## config.mk

```make
export PLATFORM = sky130hd
export DESIGN_NAME = multi_server_queue_event_stepper
export DESIGN_NICKNAME = d
export VERILOG_FILES = /design/src/rtl/core/mmcq_pkg.sv /design/src/rtl/core/mmcq_ram.sv /design/src/rtl/core/mmcq_mul.sv /design/src/rtl/core/multi_server_queue_event_stepper.sv
export SDC_FILE = /design/constraint.sdc
export NUM_CORES = 2
export LEC_CHECK = 0
export BUFFER_PORTS_ARGS = -buffer_cell sky130_fd_sc_hd__buf_2
export CORE_MARGIN = 2
export CORE_UTILIZATION = 63
export CTS_CLUSTER_DIAMETER = 30
export DETAILED_ROUTE_END_ITERATION = 10
export PLACE_DENSITY = 0.81
export SLEW_MARGIN = 20
export SYNTH_ARGS = -nofsm -noshare
export SYNTH_HDL_FRONTEND = slang
export SYNTH_SLANG_ARGS = --single-unit
export TNS_END_PERCENT = 1
```

## constraint.sdc

```tcl
create_clock -name clk -period 18.89 [get_ports clk]
set_clock_uncertainty 0.2 [all_clocks]
set_input_delay 2.8335 -clock clk [delete_from_list [all_inputs] [get_ports clk]]
set_output_delay 2.8335 -clock clk [all_outputs]
set_load 0.005 [all_outputs]
```

## src/rtl/core/mmcq_pkg.sv

```systemverilog
// shared types, constants and widths for the multi-server queue event stepper
package mmcq_pkg;

  // field widths
  localparam int TIME_BITS    = 48;
  localparam int SAMPLE_BITS  = 32;
  localparam int SC_BITS      = 4;
  localparam int KIND_BITS    = 2;
  localparam int IN_SYS_BITS  = 16;
  localparam int DEP_BITS     = 32;
  localparam int ACC_BITS     = 64;

  // multiplier datapath: count operand times a time difference, in 16-bit chunks
  localparam int MUL_A_BITS   = 32;
  localparam int CHUNK_BITS   = 16;
  localparam int PP_BITS      = MUL_A_BITS + CHUNK_BITS;
  localparam int PROD_BITS    = MUL_A_BITS + TIME_BITS;

  // stream word widths
  localparam int IN_TDATA_BITS  = 2 * SAMPLE_BITS;
  localparam int OUT_FIELD_BITS = TIME_BITS + IN_SYS_BITS + DEP_BITS + 3 * ACC_BITS + 4;
  localparam int OUT_TDATA_BITS = ((OUT_FIELD_BITS + 7) / 8) * 8;
  localparam int OUT_PAD_BITS   = OUT_TDATA_BITS - OUT_FIELD_BITS;

  // configuration port
  localparam int CFG_DATA_BITS  = TIME_BITS;
  localparam int CFG_INDEX_BITS = 1;

  // parameter defaults
  localparam int DEF_SERVERS    = 8;
  localparam int DEF_COUNT_BITS = 16;

  // time marks
  localparam logic [TIME_BITS-1:0] TIME_MASK  = '1;
  localparam logic [TIME_BITS-1:0] IDLE_MARK  = TIME_MASK;
  localparam logic [TIME_BITS-1:0] FINISH_MAX = TIME_MASK - TIME_BITS'(1);

  // register reset values
  localparam logic [SC_BITS-1:0]   RESET_SERVER_COUNT = 4'd2;
  localparam logic [TIME_BITS-1:0] RESET_END_TIME     = 48'd65536000000;

  // register indexes
  typedef enum logic [CFG_INDEX_BITS-1:0] {
    REG_SERVER_COUNT = 1'b0,
    REG_END_TIME     = 1'b1
  } cfg_reg_t;

  // event kinds
  typedef enum logic [KIND_BITS-1:0] {
    KIND_ARRIVAL   = 2'd0,
    KIND_DEPARTURE = 2'd1,
    KIND_NONE      = 2'd2
  } kind_t;

  // sequencer states
  typedef enum logic [3:0] {
    ST_IDLE,
    ST_SCAN,
    ST_DECIDE,
    ST_MUL_N,
    ST_WAIT_N,
    ST_MUL_Q,
    ST_WAIT_Q,
    ST_UPDATE,
    ST_OUTPUT
  } state_t;

  // request to the shared multiply-accumulate unit
  typedef struct packed {
    logic                  start;
    logic [MUL_A_BITS-1:0] mult;
    logic [TIME_BITS-1:0]  dt;
    logic [ACC_BITS-1:0]   acc;
  } mul_req_t;

  // answer from the shared multiply-accumulate unit
  typedef struct packed {
    logic                done;
    logic [ACC_BITS-1:0] sum;
  } mul_rsp_t;

endpackage

```

## src/rtl/core/mmcq_ram.sv

```systemverilog
// generic single-write, single-read memory with registered read data
module mmcq_ram #(
  parameter int WIDTH = 48,
  parameter int DEPTH = 8
) (
  input  logic                                     clk,
  input  logic                                     we,
  input  logic [((DEPTH > 1) ? $clog2(DEPTH) : 1)-1:0] waddr,
  input  logic [WIDTH-1:0]                         wdata,
  input  logic [((DEPTH > 1) ? $clog2(DEPTH) : 1)-1:0] raddr,
  output logic [WIDTH-1:0]                         rdata
);

  logic [WIDTH-1:0] mem [DEPTH];

  // write port
  always_ff @(posedge clk) begin
    if (we) begin
      mem[waddr] <= wdata;
    end
  end

  // registered read port
  always_ff @(posedge clk) begin
    rdata <= mem[raddr];
  end

endmodule

```

## src/rtl/core/mmcq_mul.sv

```systemverilog
// shared multiply-accumulate unit: saturating acc + mult * dt, built from 16-bit chunks of dt
module mmcq_mul (
  input  logic               clk,
  input  logic               rst,
  input  mmcq_pkg::mul_req_t req,
  output mmcq_pkg::mul_rsp_t rsp
);

  import mmcq_pkg::*;

  localparam logic [2:0] STEP_LAST = 3'd4;

  logic                  busy;
  logic [2:0]            step;
  logic                  done;
  logic [MUL_A_BITS-1:0] a_r;
  logic [TIME_BITS-1:0]  b_r;
  logic [ACC_BITS-1:0]   acc_r;
  logic [PP_BITS-1:0]    pp;
  logic [PROD_BITS-1:0]  prod;
  logic [ACC_BITS-1:0]   sum;
  logic [CHUNK_BITS-1:0] b_chunk;
  logic [PROD_BITS-1:0]  pp_shift;
  logic [ACC_BITS:0]     add_wide;
  logic [ACC_BITS-1:0]   sat_sum;

  // chunk of the time difference for this step
  always_comb begin
    unique case (step)
      3'd0:    b_chunk = b_r[CHUNK_BITS-1:0];
      3'd1:    b_chunk = b_r[2*CHUNK_BITS-1:CHUNK_BITS];
      default: b_chunk = b_r[3*CHUNK_BITS-1:2*CHUNK_BITS];
    endcase
  end

  // partial product aligned to the chunk it came from
  always_comb begin
    unique case (step)
      3'd2:    pp_shift = PROD_BITS'(pp) << CHUNK_BITS;
      3'd3:    pp_shift = PROD_BITS'(pp) << (2 * CHUNK_BITS);
      default: pp_shift = PROD_BITS'(pp);
    endcase
  end

  // saturating add of the clamped product to the accumulator
  always_comb begin
    add_wide = {1'b0, acc_r} + {1'b0, prod[ACC_BITS-1:0]};
    if ((|prod[PROD_BITS-1:ACC_BITS]) || add_wide[ACC_BITS]) begin
      sat_sum = '1;
    end else begin
      sat_sum = add_wide[ACC_BITS-1:0];
    end
  end

  // step control
  always_ff @(posedge clk) begin
    if (rst) begin
      busy <= 1'b0;
      step <= '0;
      done <= 1'b0;
    end else begin
      done <= 1'b0;
      if (req.start) begin
        busy <= 1'b1;
        step <= '0;
      end else if (busy) begin
        if (step == STEP_LAST) begin
          busy <= 1'b0;
          done <= 1'b1;
        end else begin
          step <= step + 3'd1;
        end
      end
    end
  end

  // operands, partial products and the running product
  always_ff @(posedge clk) begin
    if (req.start) begin
      a_r   <= req.mult;
      b_r   <= req.dt;
      acc_r <= req.acc;
      pp    <= '0;
      prod  <= '0;
    end else if (busy) begin
      if (step < STEP_LAST) begin
        prod <= prod + pp_shift;
      end
      if (step < 3'd3) begin
        pp <= a_r * b_chunk;
      end
      if (step == STEP_LAST) begin
        sum <= sat_sum;
      end
    end
  end

  assign rsp.done = done;
  assign rsp.sum  = sum;

endmodule

```

## src/rtl/core/multi_server_queue_event_stepper.sv

```systemverilog
// top level: M/M/c queue event stepper with server scan, shared multiplier and sequencer
// One input word drives at most one simulation event (arrival or departure) and always
// yields one result word. The block takes a word only while its sequencer is idle and
// then works through it in these states, c being the active server count (1 to SERVERS):
// IDLE takes the word, SCAN walks the c active entries of the server finish-time memory
// through its single registered read port to find the earliest busy server and the lowest
// idle one, DECIDE picks the event, the shared 32x16 multiplier forms the two time-weighted
// integrals one after the other, UPDATE applies the event and OUTPUT loads the output
// register once it is free. A word whose simulation has already reached its end time goes
// from IDLE straight to OUTPUT. The next word is taken while a result still waits at the
// output register. Configuration writes are meant for idle periods only.
module multi_server_queue_event_stepper #(
  parameter int SERVERS    = mmcq_pkg::DEF_SERVERS,
  parameter int COUNT_BITS = mmcq_pkg::DEF_COUNT_BITS
) (
  input  logic                                 clk,
  input  logic                                 rst,
  // configuration
  input  logic                                 cfg_wen,
  input  logic [mmcq_pkg::CFG_INDEX_BITS-1:0]  cfg_index,
  input  logic [mmcq_pkg::CFG_DATA_BITS-1:0]   cfg_data,
  // input stream
  input  logic                                 s_axis_tvalid,
  output logic                                 s_axis_tready,
  // arrival_gap[31:0], service_draw[63:32]
  input  logic [mmcq_pkg::IN_TDATA_BITS-1:0]   s_axis_tdata,
  // output stream
  output logic                                 m_axis_tvalid,
  input  logic                                 m_axis_tready,
  // event_time[47:0], in_system[63:48], served_count[95:64], area_sum[159:96],
  // queue_area[223:160], busy_sum[287:224], took_arrival_sample[288],
  // took_service_sample[289], arrival_dropped[290], finished[291], zeros above
  output logic [mmcq_pkg::OUT_TDATA_BITS-1:0]  m_axis_tdata,
  // event_kind[1:0]
  output logic [mmcq_pkg::KIND_BITS-1:0]       m_axis_tuser
);

  import mmcq_pkg::*;

  localparam int IW = (SERVERS > 1) ? $clog2(SERVERS) : 1;
  localparam int SB = $clog2(SERVERS + 1);
  localparam int AW = (SB > SC_BITS) ? SB : SC_BITS;
  localparam int CW = (COUNT_BITS > SB) ? COUNT_BITS : SB;
  localparam logic [COUNT_BITS-1:0] COUNT_MAX = '1;

  // configuration registers
  logic [SC_BITS-1:0]   server_count;
  logic [TIME_BITS-1:0] end_time;

  // simulation state
  logic [SERVERS-1:0]    srv_valid;
  logic [TIME_BITS-1:0]  next_arrival_time;
  logic [TIME_BITS-1:0]  current_time;
  logic [COUNT_BITS-1:0] customer_count;
  logic [DEP_BITS-1:0]   departure_total;
  logic [ACC_BITS-1:0]   count_area;
  logic [ACC_BITS-1:0]   waiting_area;
  logic [ACC_BITS-1:0]   full_busy_total;
  logic [TIME_BITS-1:0]  full_busy_start;

  // per-word working registers
  state_t                state;
  state_t                state_next;
  logic [SAMPLE_BITS-1:0] gap_r;
  logic [SAMPLE_BITS-1:0] draw_r;
  kind_t                 ev_kind;
  logic                  took_a;
  logic                  took_s;
  logic                  dropped;
  logic [SB-1:0]         scan_cnt;
  logic                  pend;
  logic [IW-1:0]         pend_idx;
  logic [TIME_BITS-1:0]  best;
  logic [IW-1:0]         best_idx;
  logic                  idle_found;
  logic [IW-1:0]         idle_idx;
  logic                  is_arr;
  logic                  beyond;
  logic [TIME_BITS-1:0]  target;
  logic [TIME_BITS-1:0]  dt;
  logic [MUL_A_BITS-1:0] excess;

  // output register
  logic [KIND_BITS-1:0]   out_kind;
  logic [TIME_BITS-1:0]   out_time;
  logic [IN_SYS_BITS-1:0] out_in_sys;
  logic [DEP_BITS-1:0]    out_served;
  logic [ACC_BITS-1:0]    out_area;
  logic [ACC_BITS-1:0]    out_queue;
  logic [ACC_BITS-1:0]    out_busy;
  logic                   out_took_a;
  logic                   out_took_s;
  logic                   out_dropped;
  logic                   out_finished;

  // combinational helpers
  logic [SB-1:0]          c_act;
  logic [AW-1:0]          sc_ext;
  logic [CW-1:0]          cnt_ext;
  logic [CW-1:0]          c_ext;
  logic [CW-1:0]          inc_ext;
  logic [CW-1:0]          dec_ext;
  logic [COUNT_BITS-1:0]  cnt_inc;
  logic [COUNT_BITS-1:0]  cnt_dec;
  logic [TIME_BITS-1:0]   scan_val;
  logic                   arrival_c;
  logic [TIME_BITS-1:0]   t_c;
  logic                   beyond_c;
  logic [TIME_BITS-1:0]   target_c;
  logic [TIME_BITS:0]     arr_sum;
  logic [TIME_BITS-1:0]   next_arr_c;
  logic [TIME_BITS:0]     fin_sum;
  logic [TIME_BITS-1:0]   finish_c;
  logic [TIME_BITS-1:0]   busy_diff;
  logic [ACC_BITS:0]      busy_sum_w;
  logic                   out_free;
  logic                   ram_we;
  logic [IW-1:0]          ram_waddr;
  logic [TIME_BITS-1:0]   ram_wdata;
  logic [TIME_BITS-1:0]   ram_rdata;
  mul_req_t               mul_req;
  mul_rsp_t               mul_rsp;

  // server finish times
  mmcq_ram #(
    .WIDTH (TIME_BITS),
    .DEPTH (SERVERS)
  ) u_srv_ram (
    .clk   (clk),
    .we    (ram_we),
    .waddr (ram_waddr),
    .wdata (ram_wdata),
    .raddr (scan_cnt[IW-1:0]),
    .rdata (ram_rdata)
  );

  // shared multiply-accumulate unit
  mmcq_mul u_mul (
    .clk (clk),
    .rst (rst),
    .req (mul_req),
    .rsp (mul_rsp)
  );

  // active server count, clamped to 1..SERVERS
  always_comb begin
    sc_ext = AW'(server_count);
    if (sc_ext == '0) begin
      c_act = SB'(1);
    end else if (sc_ext > AW'(SERVERS)) begin
      c_act = SB'(SERVERS);
    end else begin
      c_act = SB'(server_count);
    end
  end

  // count arithmetic and comparisons against the server count
  always_comb begin
    cnt_ext = CW'(customer_count);
    c_ext   = CW'(c_act);
    cnt_inc = customer_count + COUNT_BITS'(1);
    cnt_dec = (customer_count != '0) ? customer_count - COUNT_BITS'(1) : customer_count;
    inc_ext = CW'(cnt_inc);
    dec_ext = CW'(cnt_dec);
  end

  // scanned entry, never-written servers read as idle
  assign scan_val = srv_valid[pend_idx] ? ram_rdata : IDLE_MARK;

  // event choice
  always_comb begin
    arrival_c = (best == IDLE_MARK) || (next_arrival_time < best);
    t_c       = arrival_c ? next_arrival_time : best;
    beyond_c  = (t_c >= end_time);
    target_c  = beyond_c ? end_time : t_c;
  end

  // saturating time sums and busy-period total
  always_comb begin
    arr_sum    = {1'b0, target} + (TIME_BITS + 1)'(gap_r);
    next_arr_c = (arr_sum > {1'b0, TIME_MASK}) ? TIME_MASK : arr_sum[TIME_BITS-1:0];
    fin_sum    = {1'b0, target} + (TIME_BITS + 1)'(draw_r);
    finish_c   = (fin_sum > {1'b0, FINISH_MAX}) ? FINISH_MAX : fin_sum[TIME_BITS-1:0];
    busy_diff  = target - full_busy_start;
    busy_sum_w = {1'b0, full_busy_total} + (ACC_BITS + 1)'(busy_diff);
  end

  // finish-time write on service start or release
  always_comb begin
    ram_we    = 1'b0;
    ram_waddr = best_idx;
    ram_wdata = IDLE_MARK;
    if (state == ST_UPDATE && !beyond) begin
      if (is_arr) begin
        ram_waddr = idle_idx;
        ram_wdata = finish_c;
        ram_we    = (customer_count != COUNT_MAX) && (inc_ext <= c_ext) && idle_found;
      end else begin
        ram_we    = 1'b1;
        ram_wdata = (dec_ext >= c_ext) ? finish_c : IDLE_MARK;
      end
    end
  end

  // multiplier request: count integral first, then waiting integral
  always_comb begin
    mul_req.start = (state == ST_MUL_N) || (state == ST_MUL_Q);
    mul_req.dt    = dt;
    if (state == ST_MUL_Q) begin
      mul_req.mult = excess;
      mul_req.acc  = waiting_area;
    end else begin
      mul_req.mult = MUL_A_BITS'(customer_count);
      mul_req.acc  = count_area;
    end
  end

  assign out_free = !m_axis_tvalid || m_axis_tready;

  // state register
  always_ff @(posedge clk) begin
    if (rst) begin
      state <= ST_IDLE;
    end else begin
      state <= state_next;
    end
  end

  // next state and handshake
  always_comb begin
    state_next    = state;
    s_axis_tready = 1'b0;
    unique case (state)
      ST_IDLE: begin
        s_axis_tready = 1'b1;
        if (s_axis_tvalid) begin
          state_next = (current_time >= end_time) ? ST_OUTPUT : ST_SCAN;
        end
      end
      ST_SCAN: begin
        if (scan_cnt == c_act && !pend) begin
          state_next = ST_DECIDE;
        end
      end
      ST_DECIDE: state_next = ST_MUL_N;
      ST_MUL_N:  state_next = ST_WAIT_N;
      ST_WAIT_N: begin
        if (mul_rsp.done) begin
          state_next = ST_MUL_Q;
        end
      end
      ST_MUL_Q:  state_next = ST_WAIT_Q;
      ST_WAIT_Q: begin
        if (mul_rsp.done) begin
          state_next = ST_UPDATE;
        end
      end
      ST_UPDATE: state_next = ST_OUTPUT;
      ST_OUTPUT: begin
        if (out_free) begin
          state_next = ST_IDLE;
        end
      end
      default:   state_next = ST_IDLE;
    endcase
  end

  // configuration writes
  always_ff @(posedge clk) begin
    if (rst) begin
      server_count <= RESET_SERVER_COUNT;
      end_time     <= RESET_END_TIME;
    end else if (cfg_wen) begin
      if (cfg_index == REG_SERVER_COUNT) begin
        server_count <= cfg_data[SC_BITS-1:0];
      end else begin
        end_time <= cfg_data[TIME_BITS-1:0];
      end
    end
  end

  // simulation state updates
  always_ff @(posedge clk) begin
    if (rst) begin
      srv_valid         <= '0;
      next_arrival_time <= '0;
      current_time      <= '0;
      customer_count    <= '0;
      departure_total   <= '0;
      count_area        <= '0;
      waiting_area      <= '0;
      full_busy_total   <= '0;
      full_busy_start   <= '0;
    end else begin
      if (ram_we) begin
        srv_valid[ram_waddr] <= 1'b1;
      end
      if (state == ST_WAIT_N && mul_rsp.done) begin
        count_area <= mul_rsp.sum;
      end
      if (state == ST_WAIT_Q && mul_rsp.done) begin
        waiting_area <= mul_rsp.sum;
      end
      if (state == ST_UPDATE) begin
        current_time <= target;
        if (!beyond) begin
          if (is_arr) begin
            next_arrival_time <= next_arr_c;
            if (customer_count != COUNT_MAX) begin
              customer_count <= cnt_inc;
              if (inc_ext == c_ext) begin
                full_busy_start <= target;
              end
            end
          end else begin
            if (customer_count != '0) begin
              if (cnt_ext == c_ext && target >= full_busy_start) begin
                full_busy_total <= busy_sum_w[ACC_BITS] ? '1 : busy_sum_w[ACC_BITS-1:0];
              end
              customer_count <= cnt_dec;
            end
            if (departure_total != '1) begin
              departure_total <= departure_total + DEP_BITS'(1);
            end
          end
        end
      end
    end
  end

  // per-word working registers
  always_ff @(posedge clk) begin
    unique case (state)
      ST_IDLE: begin
        gap_r      <= s_axis_tdata[SAMPLE_BITS-1:0];
        draw_r     <= s_axis_tdata[2*SAMPLE_BITS-1:SAMPLE_BITS];
        ev_kind    <= KIND_NONE;
        took_a     <= 1'b0;
        took_s     <= 1'b0;
        dropped    <= 1'b0;
        scan_cnt   <= '0;
        pend       <= 1'b0;
        pend_idx   <= '0;
        best       <= IDLE_MARK;
        best_idx   <= '0;
        idle_found <= 1'b0;
        idle_idx   <= '0;
      end
      ST_SCAN: begin
        // issue one read per cycle, compare the entry the registered read port returns
        if (scan_cnt != c_act) begin
          scan_cnt <= scan_cnt + SB'(1);
          pend     <= 1'b1;
          pend_idx <= scan_cnt[IW-1:0];
        end else begin
          pend <= 1'b0;
        end
        if (pend) begin
          if (scan_val < best) begin
            best     <= scan_val;
            best_idx <= pend_idx;
          end
          if (scan_val == IDLE_MARK && !idle_found) begin
            idle_found <= 1'b1;
            idle_idx   <= pend_idx;
          end
        end
      end
      ST_DECIDE: begin
        is_arr <= arrival_c;
        beyond <= beyond_c;
        target <= target_c;
        dt     <= (target_c > current_time) ? target_c - current_time : '0;
        excess <= (cnt_ext > c_ext) ? MUL_A_BITS'(cnt_ext - c_ext) : '0;
      end
      ST_UPDATE: begin
        if (!beyond) begin
          if (is_arr) begin
            ev_kind <= KIND_ARRIVAL;
            took_a  <= 1'b1;
            dropped <= (customer_count == COUNT_MAX);
            took_s  <= (customer_count != COUNT_MAX) && (inc_ext <= c_ext) && idle_found;
          end else begin
            ev_kind <= KIND_DEPARTURE;
            took_s  <= (dec_ext >= c_ext);
          end
        end
      end
      default: begin
      end
    endcase
  end

  // output word register
  always_ff @(posedge clk) begin
    if (rst) begin
      m_axis_tvalid <= 1'b0;
    end else if (state == ST_OUTPUT && out_free) begin
      m_axis_tvalid <= 1'b1;
    end else if (m_axis_tready) begin
      m_axis_tvalid <= 1'b0;
    end
  end

  always_ff @(posedge clk) begin
    if (state == ST_OUTPUT && out_free) begin
      out_kind     <= ev_kind;
      out_time     <= current_time;
      out_in_sys   <= IN_SYS_BITS'(customer_count);
      out_served   <= departure_total;
      out_area     <= count_area;
      out_queue    <= waiting_area;
      out_busy     <= full_busy_total;
      out_took_a   <= took_a;
      out_took_s   <= took_s;
      out_dropped  <= dropped;
      out_finished <= (current_time >= end_time);
    end
  end

  // pack the result word
  assign m_axis_tdata = {{OUT_PAD_BITS{1'b0}}, out_finished, out_dropped, out_took_s,
                         out_took_a, out_busy, out_queue, out_area, out_served,
                         out_in_sys, out_time};
  assign m_axis_tuser = out_kind;

endmodule

```

==> results by group <==
Routing
  – Antenna-violating nets left: 0
  – Routed wire per std cell: 25.1 um
  – Vias: between 70000 and 80000
  – Wirelength, routed: 311 mm
  – Mean number of vias per cell: 6.40
  – DR iter-0 viols: about 9000
  – DR pass1 iterations: 10
  – Number of remaining DRC errors: 0

Synth
  – Synth unique cells: 95
  – Gate count of the mapped netlist: approximately 9600
  – Ys async rst share: 0%
  – EDFF count, synth: 1118
  – Mapped Avg Cell Area: 10.5 um2
  – FF+latch count, synth: 1748
  – Area leader, netlist: edfxtp_1
  – Post-synthesis instance area: approximately 100000 um2
  – Largest cells by area after synthesis: edfxtp_1, dfxtp_1, ha_1
  – Yosys warning count: 0
  – Dominant synthesized flop cell: edfxtp_1
  – Share of the yosys chip area belonging to registers: roughly 46%
  – Top cell type's share of synthesized area: about a third

Critical path
  – Max FO, Critical Path: 46
  – CP most frequent cell: a21oi_1
  – CP max stage cell: a32o_2
  – Arrival time of the worst setup path: 11050 ps
  – Req. time, crit path: 19340 ps
  – Max incr delay on CP: around 600 ps
  – Reg-to-reg slack, setup: 8290 ps
  – Crit path kind: flip-flop to flip-flop
  – CP endpoint kind: flip-flop
  – Crit path launch type: flip-flop

Die
  – Die area: 163000 um2
  – Die width: 404 um
  – Chip height: 404 um
  – Rows: between 100 and 150
  – Io pins: 418
  – Core area: 159000 um2
  – Starting Density: 63.6%

STA
  – Worst-margin pin slew: 1140 ps
  – RSZ-0062 raised after global routing: false
  – Final hold violations: 0
  – Tcrit/Tclk final: a little under three fifths
  – Setup TNS: 0 ps
  – Headroom to the max-slew limit: 23.9%
  – Fin. max-slew vios: 0
  – # setup viols final: 0
  – Min Hold Slack: 210 ps
  – F_max: 0.0944 GHz
  – Crit path time final: 10600 ps

Final layout
  – Layout cell share with drive strength beyond 1: 14.2%
  – Post-route cell area: around 120000 um2
  – Most common cell after layout, fill and taps aside: nand2_1
  – Area Overhead vs Synth: 15.9%
  – Nets@finish: about 11000
  – Fill cell count: 10479
  – Commonest cells after routing, fill and taps aside: nand2_1, edfxtp_1, a21oi_1, ha_1, dfxtp_1

Run status
  – Status: finished clean

Run
  – Max-cap viol count: 0

GRT
  – Total GRT Usage: 37.7%
  – Global-route wire length before repair: 471 mm
  – Grt ovf: 0
  – Vias in the first global route: 78890
  – Initial antenna violation count: 20
  – Largest net degree at the start of global routing: 156

Placed design
  – PortBufs: 413
  – Area after DPL: 105000 um2
  – HPWL after detailed placement: 214 mm
  – Routability cong.: 1.01

Clocking
  – Clk sinks: 1748
  – CTS Buf Count: 352
  – CTS tree: built
  – Clock Latency Late Sink: approximately 960 ps
  – Postcts setup bufs: 0
  – CTS max path bufs: 4
  – Root Driver: clkbuf_16
  – Cts hold-fix bufs: 0
  – Worst-path clk slew: roughly 50 ps
  – Post_cts resized: 0
  – H-Tree Depth: 5

Power and ir drop
  – Leak: 0.0500 uW
  – Power Dens Cells: 191 nW/um2
  – Worst VDD drop: 520 uV

Worst hold path
  – Min-delay worst type: flip-flop to flip-flop
-- critical path: cells and delay by family (launching register included) --
kind                       cells  cell delay (ps)
adders and majority gates      4             1210
DFF                            1              410
buffers and inverters          5             1350
muxes                          2              660
AOI/OAI and AO/OA             20             4890
and+or+nand+nor                8             1500
-- where the power goes --
group	switching (uW)	internal [uW]
clock network	2110	4180
registers	251	4330
logic	6710	4730
-- final cells by class --
| type | count | area [um2] | share of cell area [%] |
|---|---|---|---|
| sequential | 1748 | 46200 | 39.5 |
| clock buffer | 420 | 9420 | 8.05 |
| inverter | 619 | 2330 | 1.99 |
| multi-input combinational | 6806 | 51000 | 43.6 |
| timing repair buffer | 515 | 2880 | 2.46 |
| antenna | 6 | 15.0 | 0.0128 |
| tap | 2072 | 2590 | 2.22 |
| clock inverter | 215 | 2570 | 2.20 |
-- synthesized netlist by cell type (86+ instances only) --
| library cell | count |
|---|---|
| nand2_1 | 1307 |
| edfxtp_1 | 1118 |
| a21oi_1 | 830 |
| ha_1 | 683 |
| dfxtp_1 | 630 |
| inv_1 | 617 |
| nor2_1 | 479 |
| clkbuf_1 | 369 |
| a21o_1 | 333 |
| fa_1 | 329 |
| xnor2_1 | 246 |
| o21ai_0 | 219 |
| xor2_1 | 200 |
| mux2_2 | 174 |
| nand3_1 | 147 |
| nand4_1 | 141 |
| nor2b_1 | 122 |
| and2_1 | 119 |
| a211oi_1 | 107 |
| o21bai_1 | 102 |
| mux4_2 | 98 |
| nand2b_1 | 97 |
| o21ai_1 | 97 |
| nor3_1 | 93 |
| or3_1 | 86 |
-- worst paths after layout --
kind	from	end	depth (start not counted)
setup / recovery	best[13]$_SDFFCE_PN1P_	dt[37]$_SDFFCE_PP0P_	39
hold / removal	dt[6]$_SDFFCE_PP0P_	u_mul.b_r[6]$_DFFE_PP_	0
setup reg to reg	best[13]$_SDFFCE_PN1P_	dt[37]$_SDFFCE_PP0P_	39
hold reg to reg	dt[6]$_SDFFCE_PP0P_	u_mul.b_r[6]$_DFFE_PP_	0
-- metal layers --
metal  share of wire (%)  GRT usage, %  vias to the layer above  wire, um
met3                 9.5          8.43                     1233     29400
met5               0.029         0.178                        -        91
met1                  37          47.4                    38262    116000
li1                    -             -                    35258         -
met2                  46          59.4                     4578    143000
met4                 7.2          23.6                       12     22500
-- metrics by stage --
stage	setup slack, ps	utilization [%]	instances	total power, uW
2_1_floorplan	1860	-	9600	13300
3_3_place_gp	8880	66.1	11759	15700
3_5_place_dp	8660	66.1	11759	15900
4_1_cts	8570	73.7	12394	22300
5_1_grt	7640	73.7	12398	23800
6_report	8290	73.7	12401	22300
-- state kept, by name, summed over array words and instances (netlist names), 64 cells and up --
name and cells:
out_queue 64, u_mul.acc_r 64, count_area 64, full_busy_total 64
out_busy 64, waiting_area 64, u_mul.prod 80, out_area 64
u_srv_ram.mem 384, u_mul.sum 64
-- kinds of logic (layout without fill, tap and decap cells) --
group                      count (synthesis)  after routing  synth area share (%)
and+or+nand+nor                         2853           2853                  13.1
AOI/OAI and AO/OA                       2106           2106                  13.0
DFF                                     1748           1748                  45.7
buffers and inverters                   1046           1769                  3.96
adders and majority gates               1012           1012                  15.0
xor gates and xnor gates                 446            446                  3.87
muxes                                    385            385                  5.31
other                                      1             10               0.00371
Power figures use the tool's default switching activity.
